### src/design/sdq_pkg.sv
// Shared types and constants of the sleep deadline queue.
package sdq_pkg;

    localparam int TICK_W     = 63;
    localparam int ID_W       = 8;
    localparam int DUR_W      = 32;
    localparam int S_TDATA_W  = 40;
    localparam int M_TDATA_W  = 72;
    localparam int ENTRY_W    = ID_W + TICK_W;

    localparam logic KIND_TICK  = 1'b0;
    localparam logic KIND_SLEEP = 1'b1;

    typedef enum logic [1:0] {
        ST_QUEUED   = 2'd0,
        ST_RETURNED = 2'd1,
        ST_REJECTED = 2'd2,
        ST_WOKEN    = 2'd3
    } status_t;

    // Commands from the controller to the datapath.
    typedef struct packed {
        logic    in_ready;
        logic    head_read;
        logic    pop;
        logic    walk_read;
        logic    walk_shift;
        logic    walk_place;
        logic    out_load;
        logic    out_from_pend;
        logic    out_last;
        status_t out_status;
    } cmd_t;

    // Status from the datapath back to the controller.
    typedef struct packed {
        logic in_fire;
        logic in_kind;
        logic in_nonpos;
        logic full;
        logic empty;
        logic cnt_zero;
        logic due;
        logic later;
        logic out_free;
    } sts_t;

endpackage

### src/design/sdq_ram.sv
// Generic single-write, single-read RAM with a registered read port.
module sdq_ram #(
    parameter int DATA_W = 8,
    parameter int DEPTH  = 16,
    parameter int ADDR_W = (DEPTH > 1) ? $clog2(DEPTH) : 1
) (
    input  logic              aclk,
    input  logic              wr_en,
    input  logic [ADDR_W-1:0] wr_addr,
    input  logic [DATA_W-1:0] wr_data,
    input  logic              rd_en,
    input  logic [ADDR_W-1:0] rd_addr,
    output logic [DATA_W-1:0] rd_data
);

    logic [DATA_W-1:0] mem [DEPTH];
    logic [DATA_W-1:0] rd_data_reg;

    always_ff @(posedge aclk) begin
        if (wr_en) begin
            mem[wr_addr] <= wr_data;
        end
        if (rd_en) begin
            rd_data_reg <= mem[rd_addr];
        end
    end

    assign rd_data = rd_data_reg;

endmodule

### src/design/sdq_datapath.sv
// Datapath: tick counter, ring-buffer queue storage, walk pointers and result register.
module sdq_datapath #(
    parameter int QUEUE_DEPTH = 16
) (
    input  logic                             aclk,
    input  logic                             aresetn,
    input  logic                             s_tvalid,
    output logic                             s_tready,
    input  logic [sdq_pkg::S_TDATA_W-1:0]    s_tdata,
    input  logic                             s_tuser,
    output logic                             m_tvalid,
    input  logic                             m_tready,
    output logic [sdq_pkg::M_TDATA_W-1:0]    m_tdata,
    output logic [1:0]                       m_tuser,
    output logic                             m_tlast,
    input  sdq_pkg::cmd_t                    cmd,
    output sdq_pkg::sts_t                    sts
);

    localparam int AW = (QUEUE_DEPTH > 1) ? $clog2(QUEUE_DEPTH) : 1;
    localparam int CW = $clog2(QUEUE_DEPTH + 1);
    localparam logic [AW-1:0] LAST_SLOT = AW'(QUEUE_DEPTH - 1);

    logic [sdq_pkg::TICK_W-1:0]  tick_reg;
    logic [sdq_pkg::TICK_W-1:0]  target_reg;
    logic [sdq_pkg::ID_W-1:0]    id_reg;
    logic [sdq_pkg::ID_W-1:0]    pend_id_reg;
    logic [AW-1:0]               head_reg;
    logic [AW-1:0]               tail_reg;
    logic [AW-1:0]               walk_reg;
    logic [CW-1:0]               fill_reg;
    logic [CW-1:0]               cnt_reg;
    logic                        m_tvalid_reg;
    logic [sdq_pkg::M_TDATA_W-1:0] m_tdata_reg;
    logic [1:0]                  m_tuser_reg;
    logic                        m_tlast_reg;

    logic                        in_fire;
    logic [sdq_pkg::ID_W-1:0]    in_id;
    logic [sdq_pkg::DUR_W-1:0]   in_dur;
    logic [sdq_pkg::TICK_W:0]    sum;
    logic [sdq_pkg::TICK_W-1:0]  target_next;
    logic [AW-1:0]               walk_prev;
    logic [AW-1:0]               head_succ;
    logic [AW-1:0]               tail_succ;

    logic                        ram_wr_en;
    logic [AW-1:0]               ram_wr_addr;
    logic [sdq_pkg::ENTRY_W-1:0] ram_wr_data;
    logic                        ram_rd_en;
    logic [AW-1:0]               ram_rd_addr;
    logic [sdq_pkg::ENTRY_W-1:0] ram_rd_data;
    logic [sdq_pkg::TICK_W-1:0]  rd_target;
    logic [sdq_pkg::ID_W-1:0]    rd_id;
    logic [sdq_pkg::ID_W-1:0]    out_id;

    assign in_fire = s_tvalid & cmd.in_ready;
    assign in_id   = s_tdata[sdq_pkg::ID_W-1:0];
    assign in_dur  = s_tdata[sdq_pkg::ID_W +: sdq_pkg::DUR_W];

    // Target saturates at the top of the tick range.
    assign sum = {1'b0, tick_reg} + (sdq_pkg::TICK_W + 1)'(in_dur[sdq_pkg::DUR_W-2:0]);
    assign target_next = sum[sdq_pkg::TICK_W] ? {sdq_pkg::TICK_W{1'b1}}
                                              : sum[sdq_pkg::TICK_W-1:0];

    assign walk_prev = (walk_reg == '0) ? LAST_SLOT : walk_reg - 1'b1;
    assign head_succ = (head_reg == LAST_SLOT) ? '0 : head_reg + 1'b1;
    assign tail_succ = (tail_reg == LAST_SLOT) ? '0 : tail_reg + 1'b1;

    assign rd_target = ram_rd_data[sdq_pkg::TICK_W-1:0];
    assign rd_id     = ram_rd_data[sdq_pkg::ENTRY_W-1:sdq_pkg::TICK_W];

    assign ram_rd_en   = cmd.head_read | cmd.walk_read;
    assign ram_rd_addr = cmd.head_read ? head_reg : walk_prev;
    assign ram_wr_en   = cmd.walk_shift | cmd.walk_place;
    assign ram_wr_addr = walk_reg;
    assign ram_wr_data = cmd.walk_shift ? ram_rd_data : {id_reg, target_reg};

    sdq_ram #(
        .DATA_W (sdq_pkg::ENTRY_W),
        .DEPTH  (QUEUE_DEPTH),
        .ADDR_W (AW)
    ) u_ram (
        .aclk    (aclk),
        .wr_en   (ram_wr_en),
        .wr_addr (ram_wr_addr),
        .wr_data (ram_wr_data),
        .rd_en   (ram_rd_en),
        .rd_addr (ram_rd_addr),
        .rd_data (ram_rd_data)
    );

    always_ff @(posedge aclk) begin
        if (!aresetn) begin
            tick_reg     <= '0;
            head_reg     <= '0;
            tail_reg     <= '0;
            fill_reg     <= '0;
            m_tvalid_reg <= 1'b0;
        end else begin
            if (in_fire && s_tuser == sdq_pkg::KIND_TICK) begin
                tick_reg <= tick_reg + 1'b1;
            end
            if (cmd.pop) begin
                head_reg <= head_succ;
                fill_reg <= fill_reg - 1'b1;
            end else if (cmd.walk_place) begin
                tail_reg <= tail_succ;
                fill_reg <= fill_reg + 1'b1;
            end
            if (cmd.out_load) begin
                m_tvalid_reg <= 1'b1;
            end else if (m_tready) begin
                m_tvalid_reg <= 1'b0;
            end
        end
    end

    assign out_id = cmd.out_from_pend ? pend_id_reg : id_reg;

    always_ff @(posedge aclk) begin
        if (in_fire) begin
            id_reg     <= in_id;
            target_reg <= target_next;
            walk_reg   <= tail_reg;
            cnt_reg    <= fill_reg;
        end else if (cmd.walk_shift) begin
            walk_reg <= walk_prev;
            cnt_reg  <= cnt_reg - 1'b1;
        end
        if (cmd.pop) begin
            pend_id_reg <= rd_id;
        end
        if (cmd.out_load) begin
            m_tdata_reg <= sdq_pkg::M_TDATA_W'({tick_reg, out_id});
            m_tuser_reg <= cmd.out_status;
            m_tlast_reg <= cmd.out_last;
        end
    end

    assign s_tready = cmd.in_ready;
    assign m_tvalid = m_tvalid_reg;
    assign m_tdata  = m_tdata_reg;
    assign m_tuser  = m_tuser_reg;
    assign m_tlast  = m_tlast_reg;

    assign sts.in_fire   = in_fire;
    assign sts.in_kind   = s_tuser;
    assign sts.in_nonpos = in_dur[sdq_pkg::DUR_W-1] | (in_dur == '0);
    assign sts.full      = (fill_reg == CW'(QUEUE_DEPTH));
    assign sts.empty     = (fill_reg == '0);
    assign sts.cnt_zero  = (cnt_reg == '0);
    assign sts.due       = (rd_target <= tick_reg);
    assign sts.later     = (rd_target > target_reg);
    assign sts.out_free  = ~m_tvalid_reg | m_tready;

endmodule

### src/design/sdq_ctrl.sv
// Controller: sequences tick expiry walks, sorted insertion walks and result hand-off.
module sdq_ctrl (
    input  logic          aclk,
    input  logic          aresetn,
    input  sdq_pkg::sts_t sts,
    output sdq_pkg::cmd_t cmd
);

    typedef enum logic [2:0] {
        IDLE,
        T_RD,
        T_CMP,
        T_END,
        I_RD,
        I_CMP,
        RESP
    } state_t;

    state_t           state_reg, state_next;
    logic             pend_reg, pend_next;
    sdq_pkg::status_t resp_reg, resp_next;

    always_comb begin
        cmd            = '0;
        cmd.out_status = sdq_pkg::ST_WOKEN;
        state_next     = state_reg;
        pend_next      = pend_reg;
        resp_next      = resp_reg;
        case (state_reg)
            IDLE: begin
                cmd.in_ready = 1'b1;
                if (sts.in_fire) begin
                    if (sts.in_kind == sdq_pkg::KIND_TICK) begin
                        state_next = T_RD;
                    end else if (sts.in_nonpos) begin
                        resp_next  = sdq_pkg::ST_RETURNED;
                        state_next = RESP;
                    end else if (sts.full) begin
                        resp_next  = sdq_pkg::ST_REJECTED;
                        state_next = RESP;
                    end else begin
                        state_next = I_RD;
                    end
                end
            end
            T_RD: begin
                if (sts.empty) begin
                    state_next = T_END;
                end else begin
                    cmd.head_read = 1'b1;
                    state_next    = T_CMP;
                end
            end
            T_CMP: begin
                if (!sts.due) begin
                    state_next = T_END;
                end else if (!pend_reg || sts.out_free) begin
                    // The held sleeper is known not to be the final one.
                    cmd.out_load      = pend_reg;
                    cmd.out_from_pend = 1'b1;
                    cmd.pop           = 1'b1;
                    pend_next         = 1'b1;
                    state_next        = T_RD;
                end
            end
            T_END: begin
                if (!pend_reg) begin
                    state_next = IDLE;
                end else if (sts.out_free) begin
                    cmd.out_load      = 1'b1;
                    cmd.out_from_pend = 1'b1;
                    cmd.out_last      = 1'b1;
                    pend_next         = 1'b0;
                    state_next        = IDLE;
                end
            end
            I_RD: begin
                if (sts.cnt_zero) begin
                    cmd.walk_place = 1'b1;
                    resp_next      = sdq_pkg::ST_QUEUED;
                    state_next     = RESP;
                end else begin
                    cmd.walk_read = 1'b1;
                    state_next    = I_CMP;
                end
            end
            I_CMP: begin
                if (sts.later) begin
                    cmd.walk_shift = 1'b1;
                    state_next     = I_RD;
                end else begin
                    cmd.walk_place = 1'b1;
                    resp_next      = sdq_pkg::ST_QUEUED;
                    state_next     = RESP;
                end
            end
            RESP: begin
                cmd.out_status = resp_reg;
                if (sts.out_free) begin
                    cmd.out_load = 1'b1;
                    cmd.out_last = 1'b1;
                    state_next   = IDLE;
                end
            end
            default: begin
                state_next = IDLE;
            end
        endcase
    end

    always_ff @(posedge aclk) begin
        if (!aresetn) begin
            state_reg <= IDLE;
            pend_reg  <= 1'b0;
            resp_reg  <= sdq_pkg::ST_QUEUED;
        end else begin
            state_reg <= state_next;
            pend_reg  <= pend_next;
            resp_reg  <= resp_next;
        end
    end

endmodule

### src/design/sleep_deadline_queue_unit.sv
// Top level of the sorted timer deadline queue.
//
// This block keeps a 63-bit counter of tick items and a queue of up to
// QUEUE_DEPTH sleepers sorted by wake-up tick, held as a ring buffer in one RAM.
// A tick item advances the counter and then returns a woken result for each
// sleeper whose target is at or below the new count, earliest first, with
// m_tlast on the final one; a tick that wakes nobody gives no result. A sleep
// item gets exactly one result: queued, returned at once (duration zero or
// less) or rejected (queue full). Its target is the counter plus the duration,
// saturated at the top of the range, and it goes behind every entry with an
// equal or earlier target. Items are taken one at a time. A tick walks the
// queue from its head, reading each head entry and then comparing it, and
// stops at the first entry not yet due or when the queue is empty. A queued
// sleep walks from the tail with a sorted-insertion walk that moves one RAM
// entry per read-then-write pair, and ends at an entry with an equal or
// earlier target or at the head. A new result waits while the last one is held
// by a low m_tready.
module sleep_deadline_queue_unit #(
    parameter int QUEUE_DEPTH = 16
) (
    input  logic                          aclk,
    input  logic                          aresetn,
    input  logic                          s_tvalid,
    output logic                          s_tready,
    // Fields from bit 0 up: sleeper_id[7:0], duration[39:8].
    input  logic [sdq_pkg::S_TDATA_W-1:0] s_tdata,
    // Fields from bit 0 up: kind[0] (0 tick, 1 sleep request).
    input  logic                          s_tuser,
    output logic                          m_tvalid,
    input  logic                          m_tready,
    // Fields from bit 0 up: woken_id[7:0], current_tick[70:8], zero pad[71].
    output logic [sdq_pkg::M_TDATA_W-1:0] m_tdata,
    // Fields from bit 0 up: status[1:0].
    output logic [1:0]                    m_tuser,
    output logic                          m_tlast
);

    // Commands and status between the controller and the datapath.
    sdq_pkg::cmd_t cmd;
    sdq_pkg::sts_t sts;

    // The controller decides each step of a walk from the datapath's compares.
    sdq_ctrl u_ctrl (
        .aclk    (aclk),
        .aresetn (aresetn),
        .sts     (sts),
        .cmd     (cmd)
    );

    // The datapath owns the counter, the queue RAM and the result register.
    sdq_datapath #(
        .QUEUE_DEPTH (QUEUE_DEPTH)
    ) u_datapath (
        .aclk     (aclk),
        .aresetn  (aresetn),
        .s_tvalid (s_tvalid),
        .s_tready (s_tready),
        .s_tdata  (s_tdata),
        .s_tuser  (s_tuser),
        .m_tvalid (m_tvalid),
        .m_tready (m_tready),
        .m_tdata  (m_tdata),
        .m_tuser  (m_tuser),
        .m_tlast  (m_tlast),
        .cmd      (cmd),
        .sts      (sts)
    );

endmodule

### config.mk
export PLATFORM = sky130hd
export DESIGN_NAME = sleep_deadline_queue_unit
export DESIGN_NICKNAME = d
export VERILOG_FILES = /design/src/design/sdq_pkg.sv /design/src/design/sdq_ram.sv /design/src/design/sdq_datapath.sv /design/src/design/sdq_ctrl.sv /design/src/design/sleep_deadline_queue_unit.sv
export SDC_FILE = /design/constraint.sdc
export NUM_CORES = 2
export LEC_CHECK = 0
export ABC_CLOCK_PERIOD_IN_PS = 7700
export BUFFER_PORTS_ARGS = -buffer_cell sky130_fd_sc_hd__buf_2
export CORE_ASPECT_RATIO = 2
export CORE_MARGIN = 3
export CORE_UTILIZATION = 35
export DETAILED_ROUTE_END_ITERATION = 8
export GPL_TIMING_DRIVEN = 0
export PLACE_DENSITY_LB_ADDON = 0.15
export SYNTH_ARGS = -nofsm -noshare
export SYNTH_HDL_FRONTEND = slang
export SYNTH_SLANG_ARGS = --single-unit
### constraint.sdc
create_clock -name aclk -period 7.7 [get_ports aclk]
set_clock_uncertainty 0.15 [all_clocks]
set_input_delay 0 -clock aclk [delete_from_list [all_inputs] [get_ports aclk]]
set_output_delay 0 -clock aclk [all_outputs]
set_load 0.05 [all_outputs]
==> out/results.ini <==
[placed_design]
portBuffers=120
dp_slack_ns=0.0516
place.gp.congestion=0.862
dpl-instance-area_um2=66300
dp_hpwl_um=129000
dp.cells=6248

[critical_path]
regToRegEndpoint=u_datapath.u_ram.mem[14][26]$_DFFE_PP_
rrSetupSlack_ns=0.43
timing.rr.start=u_datapath.u_ram.rd_data[62]$_DFFE_PP_
worstSetupPathType=register to register
worstPathMaxFanout=16
crit_start=u_datapath.u_ram.rd_data[62]$_DFFE_PP_
r2r_cells=11
required_ns=7.95
cp_data_arrival_time_ns=7.52
startpoint_type=register
endpoint_kind=register

[timing]
whs_ns=0.0819
hold_viol=0
fmax_ghz=0.138
worst_slew_pin_slew_ns=1.39
relSlewSlack_pct=6.71
slew_viol_final=0
finalSetupViolCount=0
rsz0062_at_grt=no
setup_ws_ns=0.431
period_needed_ns=7.27
finalCritPeriodShare_pct=94.4

[grt]
grt_pass1_vias=37000
grt.total_usage_pct=20.9
grt_max_degree=55
grt_overflow=0
grt_use_met3_pct=2.35
gr-usage-met2_pct=39.7
grt_use_met1_pct=23.0
antenna_found_initial=3
grt_pass1_wl_um=268000
grt_most_used_layer=met2

[clocking]
cts.sinks=1452
cts_resized=0
htreeDepth=4
cts-root-buf=clkbuf_16
cts_tree=yes
clock_latency_ns=0.80
cts_buffers=141
clkTransAtPathRegs_ns=0.07
cts_buffer_depth=4

[logic_synthesis]
synth_fa_ha_area_share_pct=3.51
synth_mux_area_share_pct=10.9
synth_warnings=0
synth-seq-cells=1452
synth_xor_area_share_pct=1.21
synth_enable_flop_cells=1369
yosys.cell_types.count=80
yosysSeqAreaShare_pct=69.8
synth_top_family_by_area=multiplexers
netlist_area_um2=61300
synthSimpleGateAreaFrac_pct=6.74
syn_nets=3953
synth_cells=3737
postSynthAreaPerCell_um2=16.4
ys.flop_type=edfxtp_1
synth_compound_area_share_pct=5.53
postSynth.asyncResetShare_pct=0

[floorplan]
ioPinCount=122
die_area_um2=181000
rows=216
die_y_um=598
core_um2=174000
initial_utilization_pct=35.3
die_w_um=302

[power_and_ir_drop]
power_mw=23.3
power_density_nw_per_um2=326
leakagePower_nw=23.6
ir_drop_mv=0.177

[hold_path]
hold_depth=4
hp-class=input pin to register
holdPathEnd=u_datapath.fill_reg[2]$_SDFFE_PN0P_
hold_start=aresetn

[route]
vias_per_cell=5.38
drc_errors=0
first_pass_iters=8
postRouteAntennaNets=0
wirelength_um=189000
vias=35300
drtIter0Drc=2582
avgRoutedWirePerCell_um=28.8

[run_status]
outcome=completed

[final_layout]
nets=4394
final_cells=6564
largest_register_ff_count=1136
area_growth_pct=16.5
drive_gt1_share_pct=19.4
fin_area_um2=71400

[run]
drv_cap=0

critical path, cell delays in order (launching register included):
cell	delay (ns)
edfxtp_1	0.61
ha_1	0.42
nand4_1	0.15
nor4_1	0.99
nand4_1	0.78
a21oi_1	0.90
nor2_1	0.12
a21oi_2	1.01
buf_2	0.63
buf_2	0.40
nand2_1	0.08
o21ai_1	0.60
through the flow:
step / utilization, % / setup TNS [ns]
global route: 41.2 / 0
global placement: 37.3 / -1033.31
CTS: 41.2 / 0
detailed placement: 38.2 / 0
finish: 41.2 / 0
floorplan: - / 0
Yosys cell counts (10+ instances only):
master	count	area share (%)
nand2_1	360	2.2
a211oi_1	82	1.0
a31oi_1	91	0.93
inv_1	153	0.94
or3_1	13	0.13
a21o_1	16	0.20
a22oi_1	10	0.12
nand2b_1	16	0.16
nor4_1	23	0.23
buf_4	10	0.12
nand4_1	42	0.43
o21ai_0	134	1.1
mux2_2	16	0.29
xnor2_1	74	1.1
buf_6	19	0.35
ha_1	169	3.4
o211ai_1	17	0.21
nor2b_1	13	0.13
nor3_1	21	0.17
buf_2	43	0.35
and4_1	11	0.16
nand3_1	68	0.56
mux4_2	284	10
xor2_1	11	0.16
and3_1	30	0.31
clkbuf_1	95	0.58
nor2_1	125	0.77
dfxtp_1	83	2.7
edfxtp_1	1369	67
and2_1	89	0.91
a21oi_1	131	1.1
cells by family after synthesis:
family | after synthesis
AND/OR/NAND/NOR | 847
flip-flops | 1452
other | 1
adder cells (fa/ha/maj) | 171
AO/OA/AOI/OAI | 550
buffers and inverters | 322
XOR/XNOR | 85
multiplexers | 309
where the power goes:
part	internal (mW)	switching (mW)
Sequential	9.41	0.268
Clock	3.79	3.01
Combinational	2.58	4.22
Total	15.8	7.49
cell usage in the layout, fill, tap and decap left out, drive strengths merged, types with 13 or more instances in the layout:
master | Yosys | final
edfxtp | 1369 | 1369
nand2 | 362 | 362
buf | 74 | 296
mux4 | 284 | 284
clkbuf | 95 | 266
ha | 169 | 169
inv | 153 | 160
o21ai | 139 | 139
a21oi | 132 | 132
nor2 | 125 | 125
a31oi | 91 | 91
and2 | 90 | 90
dfxtp | 83 | 83
a211oi | 82 | 82
dlygate4sd3 | 0 | 75
xnor2 | 74 | 74
nand3 | 70 | 70
clkinv | 0 | 47
nand4 | 43 | 43
and3 | 30 | 30
nor4 | 25 | 25
nor3 | 25 | 25
mux2 | 18 | 18
o211ai | 17 | 17
nand2b | 16 | 16
a21o | 16 | 16
nor2b | 13 | 13
or3 | 13 | 13
metal layers:
| metal | routed length (um) | up-vias |
|---|---|---|
| met5 | 0 | - |
| met4 | 9880 | 0 |
| met3 | 7350 | 328 |
| met2 | 104000 | 980 |
| met1 | 68500 | 18500 |
| li1 | - | 15600 |
timing repair:
action	4_1_cts	5_1_grt
setup buffers	0	0
hold buffers	75	0
endpoints found under the setup margin	0	0
endpoints found under the hold margin	91	0
cell type report:
type	instances	area (um2)
fill	15800	102000
clock buffer	171	3690
clock inverter	67	623
antenna	2	5.00
multi-input combinational	1963	17200
sequential	1452	42800
timing repair buffer	298	2830
inverter	153	577
tap	2289	2860
buffer	169	868
how the worst max path moves through the flow:
stage / to / slack [ns] / depth (start not counted)
final: u_datapath.u_ram.mem[14][26]$_DFFE_PP_ / 0.43 / 11
after global routing: u_datapath.u_ram.mem[15][55]$_DFFE_PP_ / 0.29 / 11
after CTS: u_datapath.u_ram.mem[7][56]$_DFFE_PP_ / 0.03 / 11
after detailed placement: u_datapath.u_ram.mem[10][56]$_DFFE_PP_ / 0.05 / 11
after global placement: u_datapath.u_ram.mem[0][42]$_DFFE_PP_ / -7.80 / 5
after floorplan: u_datapath.u_ram.mem[0][0]$_DFFE_PP_ / 1.01 / 5
(Power assumes the default switching activity.)
